File: config.mk
export PLATFORM = sky130hd
export DESIGN_NAME = infix_to_postfix_converter_core
export DESIGN_NICKNAME = d
export VERILOG_FILES = /design/src/rtl/core/ipc_pkg.sv /design/src/rtl/core/ipc_datapath.sv /design/src/rtl/core/ipc_ctrl.sv /design/src/rtl/core/infix_to_postfix_converter_core.sv
export SDC_FILE = /design/constraint.sdc
export NUM_CORES = 1
export LEC_CHECK = 0
export ABC_AREA = 1
export BUFFER_PORTS_ARGS = -buffer_cell sky130_fd_sc_hd__buf_2
export CELL_PAD_IN_SITES_DETAIL_PLACEMENT = 0
export CELL_PAD_IN_SITES_GLOBAL_PLACEMENT = 2
export CORE_UTILIZATION = 39
export DETAILED_ROUTE_END_ITERATION = 12
export PLACE_DENSITY_LB_ADDON = 0.1
export SLEW_MARGIN = 10
export SYNTH_ARGS = -nofsm -noshare
export SYNTH_HDL_FRONTEND = slang
export SYNTH_HIERARCHICAL = 1
export SYNTH_SLANG_ARGS = --single-unit
File: constraint.sdc
create_clock -name clk -period 5.6 [get_ports clk]
set_clock_uncertainty 0.15 [all_clocks]
set_input_delay 1.12 -clock clk [delete_from_list [all_inputs] [get_ports clk]]
set_output_delay 1.12 -clock clk [all_outputs]
set_load 0.02 [all_outputs]
File: src/rtl/core/ipc_pkg.sv
// Shared types, character codes and operator tables for the infix to postfix core.
// Used by ipc_ctrl, ipc_datapath and infix_to_postfix_converter_core.
package ipc_pkg;

  localparam int STACK_DEPTH = 16;
  localparam int CNT_W       = $clog2(STACK_DEPTH + 1);
  localparam int PTR_W       = $clog2(STACK_DEPTH);

  // operator codes as held on the stack
  localparam logic [2:0] OP_ADD   = 3'd0;
  localparam logic [2:0] OP_SUB   = 3'd1;
  localparam logic [2:0] OP_MUL   = 3'd2;
  localparam logic [2:0] OP_DIV   = 3'd3;
  localparam logic [2:0] OP_PAREN = 3'd4;

  localparam logic [7:0] CH_ADD   = 8'h2B;
  localparam logic [7:0] CH_SUB   = 8'h2D;
  localparam logic [7:0] CH_MUL   = 8'h2A;
  localparam logic [7:0] CH_DIV   = 8'h2F;
  localparam logic [7:0] CH_OPEN  = 8'h28;
  localparam logic [7:0] CH_CLOSE = 8'h29;
  localparam logic [7:0] CH_SPACE = 8'h20;
  localparam logic [7:0] CH_NUL   = 8'h00;

  typedef enum logic [1:0] {
    CLS_PLAIN,
    CLS_OPER,
    CLS_CLOSE,
    CLS_END
  } char_cls_t;

  typedef enum logic [2:0] {
    EM_SPACE,
    EM_TOP,
    EM_POPPED,
    EM_CHAR,
    EM_ERR
  } emit_sel_t;

  typedef struct packed {
    logic      load;
    logic      push;
    logic      pop;
    logic      emit;
    emit_sel_t sel;
    logic      last;
    logic      clear_flags;
  } cmd_t;

  typedef struct packed {
    char_cls_t cls;
    logic      count_zero;
    logic      top_paren;
    logic      pop_ok;
    logic      full;
    logic      need_space;
    logic      slot_free;
  } status_t;

  function automatic logic [2:0] op_code(input logic [7:0] c);
    logic [2:0] code;
    case (c)
      CH_ADD:  code = OP_ADD;
      CH_SUB:  code = OP_SUB;
      CH_MUL:  code = OP_MUL;
      CH_DIV:  code = OP_DIV;
      default: code = OP_PAREN;
    endcase
    return code;
  endfunction

  function automatic logic [7:0] op_char(input logic [2:0] code);
    logic [7:0] c;
    case (code)
      OP_ADD:   c = CH_ADD;
      OP_SUB:   c = CH_SUB;
      OP_MUL:   c = CH_MUL;
      OP_DIV:   c = CH_DIV;
      OP_PAREN: c = CH_OPEN;
      default:  c = CH_NUL;
    endcase
    return c;
  endfunction

  function automatic logic [1:0] op_prec(input logic [2:0] code);
    logic [1:0] p;
    case (code)
      OP_ADD, OP_SUB: p = 2'd1;
      OP_MUL, OP_DIV: p = 2'd2;
      OP_PAREN:       p = 2'd3;
      default:        p = 2'd0;
    endcase
    return p;
  endfunction

endpackage

File: src/rtl/core/ipc_datapath.sv
// Datapath: current character, operator stack, emit flags and output register.
// Depends on ipc_pkg; driven by commands from ipc_ctrl.
module ipc_datapath
  import ipc_pkg::*;
(
  input  logic       clk,
  input  logic       rst,
  input  logic [7:0] in_char,
  input  logic       in_end,
  input  cmd_t       cmd,
  output status_t    st,
  output logic       out_valid,
  input  logic       out_ready,
  output logic [7:0] out_char,
  output logic       out_last,
  output logic       out_error
);

  logic [7:0]       cur_char;
  logic             cur_end;
  logic [2:0]       stack [STACK_DEPTH];
  logic [CNT_W-1:0] count;
  logic [2:0]       popped;
  logic             started;
  logic             last_space;

  logic [PTR_W-1:0] top_idx;
  logic [2:0]       top;
  logic [2:0]       cur_code;
  logic [7:0]       emit_char;

  assign top_idx  = PTR_W'(count - CNT_W'(1));
  assign top      = stack[top_idx];
  assign cur_code = op_code(cur_char);

  always_comb begin
    if (cur_end) begin
      st.cls = CLS_END;
    end else if (cur_char == CH_CLOSE) begin
      st.cls = CLS_CLOSE;
    end else if (cur_char == CH_ADD || cur_char == CH_SUB || cur_char == CH_MUL ||
                 cur_char == CH_DIV || cur_char == CH_OPEN) begin
      st.cls = CLS_OPER;
    end else begin
      st.cls = CLS_PLAIN;
    end
    st.count_zero = (count == '0);
    st.top_paren  = (top == OP_PAREN);
    st.pop_ok     = (count != '0) && (top != OP_PAREN) && (op_prec(top) >= op_prec(cur_code));
    st.full       = (count >= CNT_W'(STACK_DEPTH));
    st.need_space = started && !last_space;
    st.slot_free  = !out_valid || out_ready;
  end

  always_comb begin
    case (cmd.sel)
      EM_SPACE:  emit_char = CH_SPACE;
      EM_TOP:    emit_char = op_char(top);
      EM_POPPED: emit_char = op_char(popped);
      EM_CHAR:   emit_char = cur_char;
      default:   emit_char = CH_NUL;
    endcase
  end

  // stack contents and payload: no reset
  always_ff @(posedge clk) begin
    if (cmd.load) begin
      cur_char <= in_char;
      cur_end  <= in_end;
    end
    if (cmd.push) begin
      stack[count[PTR_W-1:0]] <= cur_code;
    end
    if (cmd.pop) begin
      popped <= top;
    end
    if (cmd.emit) begin
      out_char  <= emit_char;
      out_last  <= cmd.last;
      out_error <= (cmd.sel == EM_ERR);
    end
  end

  always_ff @(posedge clk) begin
    if (rst) begin
      count      <= '0;
      started    <= 1'b0;
      last_space <= 1'b0;
      out_valid  <= 1'b0;
    end else begin
      if (cmd.push) begin
        count <= count + CNT_W'(1);
      end else if (cmd.pop) begin
        count <= count - CNT_W'(1);
      end
      if (cmd.clear_flags) begin
        started    <= 1'b0;
        last_space <= 1'b0;
      end else if (cmd.emit && cmd.sel != EM_ERR) begin
        started    <= 1'b1;
        last_space <= (emit_char == CH_SPACE);
      end
      if (cmd.emit) begin
        out_valid <= 1'b1;
      end else if (out_ready) begin
        out_valid <= 1'b0;
      end
    end
  end

endmodule

File: src/rtl/core/ipc_ctrl.sv
// Controller FSM: sequences pops, pushes and character emission per input item.
// Depends on ipc_pkg; commands ipc_datapath.
module ipc_ctrl
  import ipc_pkg::*;
(
  input  logic    clk,
  input  logic    rst,
  input  logic    in_valid,
  output logic    in_ready,
  input  status_t st,
  output cmd_t    cmd
);

  typedef enum logic [3:0] {
    S_IDLE,
    S_EVAL,
    S_EMIT_CHAR,
    S_END_POP,
    S_END_OP,
    S_CLOSE_POP,
    S_CLOSE_OP,
    S_OP_SPACE,
    S_OP_POP,
    S_OP_SPACE2,
    S_ERR
  } state_t;

  state_t state, state_next;
  logic   more_ops;

  // another pop or an overflow error still follows
  assign more_ops = st.pop_ok || st.full;
  assign in_ready = (state == S_IDLE);

  always_comb begin
    state_next = state;
    cmd        = '0;
    cmd.sel    = EM_SPACE;
    case (state)
      S_IDLE: begin
        if (in_valid) begin
          cmd.load   = 1'b1;
          state_next = S_EVAL;
        end
      end
      S_EVAL: begin
        case (st.cls)
          CLS_PLAIN: state_next = S_EMIT_CHAR;
          CLS_END:   state_next = S_END_POP;
          CLS_CLOSE: state_next = S_CLOSE_POP;
          default:   state_next = S_OP_SPACE;
        endcase
      end
      S_EMIT_CHAR: begin
        if (st.slot_free) begin
          cmd.emit   = 1'b1;
          cmd.sel    = EM_CHAR;
          cmd.last   = 1'b1;
          state_next = S_IDLE;
        end
      end
      S_END_POP: begin
        if (st.count_zero) begin
          cmd.clear_flags = 1'b1;
          state_next      = S_IDLE;
        end else if (st.slot_free) begin
          cmd.emit   = 1'b1;
          cmd.pop    = 1'b1;
          state_next = S_END_OP;
        end
      end
      S_END_OP: begin
        if (st.slot_free) begin
          cmd.emit = 1'b1;
          cmd.sel  = EM_POPPED;
          cmd.last = st.count_zero;
          if (st.count_zero) begin
            cmd.clear_flags = 1'b1;
            state_next      = S_IDLE;
          end else begin
            state_next = S_END_POP;
          end
        end
      end
      S_CLOSE_POP: begin
        if (st.count_zero) begin
          state_next = S_ERR;
        end else if (st.top_paren) begin
          cmd.pop    = 1'b1;
          state_next = S_IDLE;
        end else if (st.slot_free) begin
          cmd.emit   = 1'b1;
          cmd.pop    = 1'b1;
          state_next = S_CLOSE_OP;
        end
      end
      S_CLOSE_OP: begin
        if (st.slot_free) begin
          cmd.emit   = 1'b1;
          cmd.sel    = EM_POPPED;
          cmd.last   = !st.count_zero && st.top_paren;
          state_next = S_CLOSE_POP;
        end
      end
      S_OP_SPACE: begin
        if (!st.need_space) begin
          state_next = S_OP_POP;
        end else if (st.slot_free) begin
          cmd.emit   = 1'b1;
          cmd.last   = !more_ops;
          state_next = S_OP_POP;
        end
      end
      S_OP_POP: begin
        if (st.pop_ok) begin
          if (st.slot_free) begin
            cmd.emit   = 1'b1;
            cmd.sel    = EM_TOP;
            cmd.pop    = 1'b1;
            state_next = S_OP_SPACE2;
          end
        end else if (st.full) begin
          state_next = S_ERR;
        end else begin
          cmd.push   = 1'b1;
          state_next = S_IDLE;
        end
      end
      S_OP_SPACE2: begin
        if (st.slot_free) begin
          cmd.emit   = 1'b1;
          cmd.last   = !more_ops;
          state_next = S_OP_POP;
        end
      end
      S_ERR: begin
        if (st.slot_free) begin
          cmd.emit   = 1'b1;
          cmd.sel    = EM_ERR;
          cmd.last   = 1'b1;
          state_next = S_IDLE;
        end
      end
      default: state_next = S_IDLE;
    endcase
  end

  always_ff @(posedge clk) begin
    if (rst) begin
      state <= S_IDLE;
    end else begin
      state <= state_next;
    end
  end

endmodule

File: src/rtl/core/infix_to_postfix_converter_core.sv
// Infix to postfix converter core: streamed shunting-yard with an operator stack.
// A transfer is loaded in S_IDLE and classified in S_EVAL before any result of it is registered.
// One transfer at a time: s_tready is high only in S_IDLE, so a new char waits until all pops,
//   emits and any error result of the previous one are done; output stalls hold the FSM.
// Reset (rst, synchronous): FSM idle, stack count and flags cleared; stack entries keep old data.
// Depends on ipc_pkg, ipc_ctrl and ipc_datapath.
module infix_to_postfix_converter_core
  import ipc_pkg::*;
(
  input  logic       clk,
  input  logic       rst,
  // input stream
  input  logic       s_tvalid,
  output logic       s_tready,
  input  logic [7:0] s_tdata,   // [7:0] char_in
  input  logic       s_tlast,   // is_end: flush stack and clear state
  // output stream
  output logic       m_tvalid,
  input  logic       m_tready,
  output logic [7:0] m_tdata,   // [7:0] char_out
  output logic       m_tlast,   // last result of this input transfer
  output logic       m_tuser    // [0] error
);

  cmd_t    cmd;
  status_t st;

  // FSM takes one transfer at a time and steps the datapath through it
  ipc_ctrl u_ctrl (
    .clk      (clk),
    .rst      (rst),
    .in_valid (s_tvalid),
    .in_ready (s_tready),
    .st       (st),
    .cmd      (cmd)
  );

  // stack, flags and output register; the FSM waits on m_tready only while the register is full
  ipc_datapath u_dp (
    .clk       (clk),
    .rst       (rst),
    .in_char   (s_tdata),
    .in_end    (s_tlast),
    .cmd       (cmd),
    .st        (st),
    .out_valid (m_tvalid),
    .out_ready (m_tready),
    .out_char  (m_tdata),
    .out_last  (m_tlast),
    .out_error (m_tuser)
  );

endmodule
=== Word-level counts from Yosys, hierarchy flattened ===
Memory sizes are Yosys's and may differ from the RTL's.
Cells that the tools add are included.

* Register bits after elaboration: 34
* Bits in writable memories: 48
* Bits of input ports: 13
* Logic and storage cells: 149
* Memories kept: 1

{| class="wikitable"
|+ Memories
! memory !! words !! width !! read ports !! clocked after Yosys merged registers in !! wr ports !! line !! source
|-
| u_dp.stack || 16 || 3 || 1 || 0 || 1 || ipc_datapath.sv:21 || <nowiki>logic [2:0] stack [STACK_DEPTH];</nowiki>
|}

* $lt $le $gt $ge: 2
* Add/sub/neg operators: 2
* Muxes and demuxes: 57
* Reductions and logical operators: 32
* Equality and inequality tests: 44

{| class="wikitable"
|+ Operator list
! kind !! number
|-
| $pmux W6 S5 || 2
|-
| $eq A8 B6 Y1 const B || 7
|-
| $mux W4 || 14
|-
| $pmux W4 S10 || 1
|-
| $pmux W8 S4 || 1
|-
| $mux W5 || 6
|-
| $eq A3 B2 Y1 const B || 8
|-
| $mux W1 || 17
|-
| $eq A4 B3 Y1 const B || 4
|-
| $pmux W3 S5 || 1
|-
| $eq A3 B1 Y1 const B || 4
|-
| $eq A3 B3 Y1 const B || 4
|-
| $eq A4 B4 Y1 const B || 3
|-
| $logic_not A3 Y1 || 4
|-
| $mux W2 || 6
|-
| $pmux W2 S3 || 2
|-
| $pmux W3 S4 || 1
|-
| $reduce_or A2 Y1 || 6
|-
| $ne A3 B3 Y1 const B || 3
|-
| $pmux W1 S9 || 1
|-
| $pmux W3 S3 || 1
|-
| $eq A4 B2 Y1 const B || 2
|-
| $reduce_and A7 Y1 || 1
|-
| $logic_or A1 B1 Y1 || 6
|-
| 21 further kinds || 32
|}

=== Longest topological paths before layout ===
* Word-level depth: 12
* Gate-level depth with buffers: 29

=== Cells and area by module ===
Netlist, hierarchy kept.

{| class="wikitable"
|+ By module, submodules not included
! module !! cells each !! area each (sq um) !! seq. area each (sq um) !! instances
|-
| ipc_datapath || 362 || 3698.5 || 2262.2 || 1
|-
| ipc_ctrl || 127 || 745.7 || 80.1 || 1
|}

=== Least setup slack after synthesis ===
No wires, ideal clock.

* Path type: reg-to-reg
* From: register u_dp.count[0]
* To: register u_dp.count[4]
* Setup slack: 1.367 ns
* Cell stages (with the launch flop): 25
* Arrival time: 3.961 ns
* Path buffers: 2
* Data required time: 5.328 ns
* Setup time: 0.122 ns
* Cell sequence: dfxtp_1 inv_2 buf_6 ha_1 inv_2 buf_2 nand3_1 nand3_1 nand3_2 nand2_4 clkinv_2 o21ai_0 inv_1 ha_1 o21a_1 o211ai_1 inv_1 nor2_1 inv_1 nor4_1 nand2_1 nor2_1 o21ai_0 o21ai_0 a21oi_1

{| class="wikitable"
|+ RTL lines
! what !! line !! source
|-
| start, declared || ipc_datapath.sv:22 || <nowiki>logic [CNT_W-1:0] count;</nowiki>
|-
| start signal, assigned || ipc_datapath.sv:92 || <nowiki>count <= count + CNT_W'(1);</nowiki>
|-
| start signal, assigned || ipc_datapath.sv:94 || <nowiki>count <= count - CNT_W'(1);</nowiki>
|}

==> results.txt <==
- The first global-routing pass estimated 17.1 mm of wire.
- Worst EP required: 5670 ps
- The sequential cells in the finished layout cover a total of 2340 µm².
- In this run the tool buffered the top-level ports with 24 buffer cells.
* Detail-routed via count per cell: between 5 and 6
- The min-delay analysis places its worst path in the category reg2reg.
- STA classifies the critical path endpoint as a flop.
- Floorplan row count: 38
* Fraction of final layout cells with drive strength greater than 1: 0.190
* Grt total ovfl: 0
* Part of the power in registers: 0.318
- Maximum number of pins on one net before global-route repair: 31
- Number of CTS-inserted buffers: 9
- Switching power total: 1270 µW
* TritonCTS clock tree: done
- ANT nets after route: 0
- Cell family contributing the most delay on the critical path: simple AND/OR/NAND/NOR gates
* Arrival time reported for the critical path endpoint: 4730 ps
- The tree built by TritonCTS fans out to 82 sinks.
- For the pin with the worst max-slew slack, the measured transition is 768 ps.
* Multi-input gate area: 1740 µm²
* Final TNS setup: 0 ps
* Ratio of final minimum period to clock period: 0.832
* Total setup buffers inserted after CTS: 0
- For this run, the post-layout net count is 538.
- The internal portion of the total power is 1510 µW.
- Post-synthesis net count: 511
* Leakage power figure: 0.00203 µW
- In the post-route analysis, the smallest setup slack over all paths is between 900 and 1000 ps.
* Design area: 4900 µm²
- Element type at the critical path start: flop
* Clock root buffer master: sky130_fd_sc_hd__clkbuf_16
* Maximum fanout count along the critical path: 30
- At the end of routability-driven placement, the weighted congestion stood at 0.837.
* Post-detailed-route DRC marker count: 0
* FF+latch count, synth: 82
* Top-level I/O count: 25
- The max-slew violation count was 0.
* Detailed router's first-iteration violation count: 183
- Total number of yosys warnings: 6
- Maximum clock frequency: 215 MHz
* Die width: 109 µm
- Number of antenna violations at the first check in global routing: 0
* Effective utilization at floorplan: 0.405
- Area of the core: 11000 µm²
- In this run the vertical extent of the chip is between 100 and 150 µm.
- After synthesis the cells add up to approximately 4400 µm².
- In the final routed layout, each cell accounts on average for 15.9 µm.
- The routed design has 10.5 mm of wire.
* Final-layout worst hold slack: 306 ps
* Area of placed instances: 4640 µm²
- Counting every instance in the synthesized netlist gives 489.
- Final hold violation count: 0
- Post-layout util: 0.446
- The tool flagged a number of max-cap violations equal to 0.
- Mean post-synth cell area: 9.09 µm²
- Yosys mapped the design onto 38 distinct sky130hd cell types.
- Result of the run: complete, no violations
* Type of the worst setup path: reg2reg
- Across all layers, the routed design uses 3373 vias.
* Number of buffer and inverter stages on the critical path: 6
- Number of levels in the clock H-tree: 3
- Diode insertion count for antenna repair: 0
* Synthesis-to-finish area growth: 10.3%
- Setup Slack @ Placement: 952 ps
- Clock latency at the later pin of the worst-skew pair: 340 ps
- Switching part of the total: 0.457
- Across the VDD grid, the largest voltage drop is 0.000236 V.
- Setup repair after global routing left no endpoint under its margin.
* Clock group share of total power: 0.187
* Detailed Place HPWL: 7.65 mm
- For this run, the total global-route usage over all layers was measured as 0.197.
- Minimum period implied by the final worst setup slack: ~4700 ps
* Post-cts gate resize count: 0
- Before antenna repair, the detailed router went through 4 iterations.
* Combinational fraction of design power: 0.494
* Count of hold-fix buffers inserted at cts: 0
- On the critical path, the stage with the largest delay is an instance of sky130_fd_sc_hd__ha_1.
- The via count of the first global-routing pass came to 3247.
- Setup violations remaining at the end of the flow were counted as 0.
* Cell breakdown of the critical path: inv_2, ha_1, inv_2, nand3_1, nand3_1, nand3_1, nand2_2, nand2_2, inv_1, a31oi_1, ha_1, o21a_1, o211ai_1, inv_1, nor2_1, inv_1, nor4_1, buf_4, nand2_1, nor2_1, o21ai_0, o21ai_0, a21oi_1
- The worst pin sits at a relative slew slack of 0.484.
* Die area: 11800 µm²
* Clock Tree Buf Depth: 2
- After clock tree synthesis, the clock-pin slew on the worst setup and hold paths is 60 ps.
- Fill cell instance count of the final layout: 1119
* Power per unit of standard cell area: 566 nW/µm²
- Of the synthesized area, sequential elements account for 0.527.
* Maximum single-stage delay on the critical path: 550 ps
==> sequential cells by signal, indices dropped and copies added (netlist names), 3 cells and up <==
name           cells
u_dp/stack        48
u_dp/cur_char      8
u_dp/out_char      8
u_dp/count         5
u_ctrl/state       4
u_dp/popped        3
==> logic make-up after synthesis <==
logic type,after synthesis,synth area share
simple gates,283,0.313
compound gates,39,0.0510
fa+ha+maj,9,0.0253
buf+inv,76,0.0836
flops,82,0.527
==> cell usage after synthesis <==
library cell	n	area share
sky130_fd_sc_hd__buf_6	7	0.018
sky130_fd_sc_hd__nand3_1	58	0.065
sky130_fd_sc_hd__a21oi_2	2	0.0039
sky130_fd_sc_hd__nand3_2	9	0.020
sky130_fd_sc_hd__nand2_1	111	0.094
sky130_fd_sc_hd__buf_12	1	0.0045
sky130_fd_sc_hd__nor2_1	51	0.043
sky130_fd_sc_hd__o21a_1	1	0.0017
sky130_fd_sc_hd__nor2_4	5	0.013
sky130_fd_sc_hd__o21ai_0	10	0.011
sky130_fd_sc_hd__ha_1	9	0.025
sky130_fd_sc_hd__o22ai_1	1	0.0014
sky130_fd_sc_hd__nor2_2	7	0.0099
sky130_fd_sc_hd__nand4_1	8	0.011
sky130_fd_sc_hd__nor3_2	1	0.0023
sky130_fd_sc_hd__buf_2	2	0.0023
sky130_fd_sc_hd__nand2_4	4	0.010
sky130_fd_sc_hd__nor4_1	2	0.0028
sky130_fd_sc_hd__inv_2	11	0.0093
sky130_fd_sc_hd__dfxtp_1	12	0.054
sky130_fd_sc_hd__a21oi_1	16	0.018
sky130_fd_sc_hd__nand2_2	14	0.020
sky130_fd_sc_hd__nand4_2	2	0.0056
sky130_fd_sc_hd__buf_8	1	0.0034
sky130_fd_sc_hd__nor3_1	7	0.0079
sky130_fd_sc_hd__inv_1	51	0.043
sky130_fd_sc_hd__o211ai_1	3	0.0051
sky130_fd_sc_hd__or2_2	1	0.0014
sky130_fd_sc_hd__or3_1	1	0.0014
sky130_fd_sc_hd__nand3_4	1	0.0039
sky130_fd_sc_hd__clkbuf_1	1	0.00084
sky130_fd_sc_hd__nor3b_1	1	0.0017
sky130_fd_sc_hd__a211oi_1	2	0.0034
sky130_fd_sc_hd__o31ai_1	2	0.0034
sky130_fd_sc_hd__a31oi_1	2	0.0028
sky130_fd_sc_hd__clkinv_2	1	0.0011
sky130_fd_sc_hd__inv_4	1	0.0014
sky130_fd_sc_hd__edfxtp_1	70	0.47
==> routing by layer <==
layer  up-vias  wire [µm]  track usage
met4         0        144       0.0666
met1      1602       5420        0.296
met2        67       4540        0.283
met3        11        429       0.0353
met5         -          0            0
li1       1693          -            -
==> worst register-to-register path, cell delays in order, from the launching register on <==
cell and delay [ps]:
sky130_fd_sc_hd__dfxtp_1 310, sky130_fd_sc_hd__inv_2 370, sky130_fd_sc_hd__ha_1 560, sky130_fd_sc_hd__inv_2 240
sky130_fd_sc_hd__nand3_1 140, sky130_fd_sc_hd__nand3_1 100, sky130_fd_sc_hd__nand3_1 120, sky130_fd_sc_hd__nand2_2 90
sky130_fd_sc_hd__nand2_2 80, sky130_fd_sc_hd__inv_1 50, sky130_fd_sc_hd__a31oi_1 170, sky130_fd_sc_hd__ha_1 270
sky130_fd_sc_hd__o21a_1 180, sky130_fd_sc_hd__o211ai_1 150, sky130_fd_sc_hd__inv_1 120, sky130_fd_sc_hd__nor2_1 180
sky130_fd_sc_hd__inv_1 70, sky130_fd_sc_hd__nor4_1 170, sky130_fd_sc_hd__buf_4 190, sky130_fd_sc_hd__nand2_1 170
sky130_fd_sc_hd__nor2_1 280, sky130_fd_sc_hd__o21ai_0 170, sky130_fd_sc_hd__o21ai_0 170, sky130_fd_sc_hd__a21oi_1 50
==> power groups by stage <==
stage                     clock network, µW  logic [µW]  registers, µW
after global routing                    559        1540            897
after global placement                    0        1360            897
after floorplan                           0        1040            917
final                                   521        1370            884
after CTS                               534        1370            884
after detailed placement                  0        1360            897
==> stage by stage <==
stage	cells	power [µW]
2_1_floorplan	489	1960
5_1_grt	661	3000
6_report	661	2780
3_5_place_dp	645	2250
3_3_place_gp	645	2260
4_1_cts	661	2780
==> worst paths after layout <==
path | end | cells past startpoint | slack (ps) | start
worst min-delay path | u_dp/started$_SDFFE_PP0P_ | 2 | 310 | u_dp/started$_SDFFE_PP0P_
worst max-delay path | u_dp/count[4]$_SDFFE_PP0P_ | 23 | 940 | u_dp/count[0]$_SDFFE_PP0P_
worst max register to register | u_dp/count[4]$_SDFFE_PP0P_ | 23 | 940 | u_dp/count[0]$_SDFFE_PP0P_
worst min register to register | u_dp/started$_SDFFE_PP0P_ | 2 | 310 | u_dp/started$_SDFFE_PP0P_
==> cells in the final DEF, fill, tap and decap left out, types with 8 or more instances in the layout <==
cell                        netlist  layout
sky130_fd_sc_hd__o21ai_0         10      10
sky130_fd_sc_hd__nand2_2         14      14
sky130_fd_sc_hd__dfxtp_1         12      12
sky130_fd_sc_hd__inv_1           51      51
sky130_fd_sc_hd__ha_1             9       9
sky130_fd_sc_hd__nand3_1         58      58
sky130_fd_sc_hd__inv_2           11      11
sky130_fd_sc_hd__nand2_1        111     111
sky130_fd_sc_hd__nand3_2          9       9
sky130_fd_sc_hd__edfxtp_1        70      70
sky130_fd_sc_hd__buf_2            2      24
sky130_fd_sc_hd__nand4_1          8       8
sky130_fd_sc_hd__a21oi_1         16      16
sky130_fd_sc_hd__clkbuf_16        0       9
sky130_fd_sc_hd__nor2_1          51      51
==> cell type report <==
cell class,instances,share of cell area
Multi-Input combinational cell,331,0.354
Tap cell,140,0.0357
Inverter,64,0.0498
Clock inverter,3,0.00332
Clock buffer,13,0.0490
Timing Repair Buffer,28,0.0306
Sequential cell,82,0.478
(Power assumes the default switching activity.)
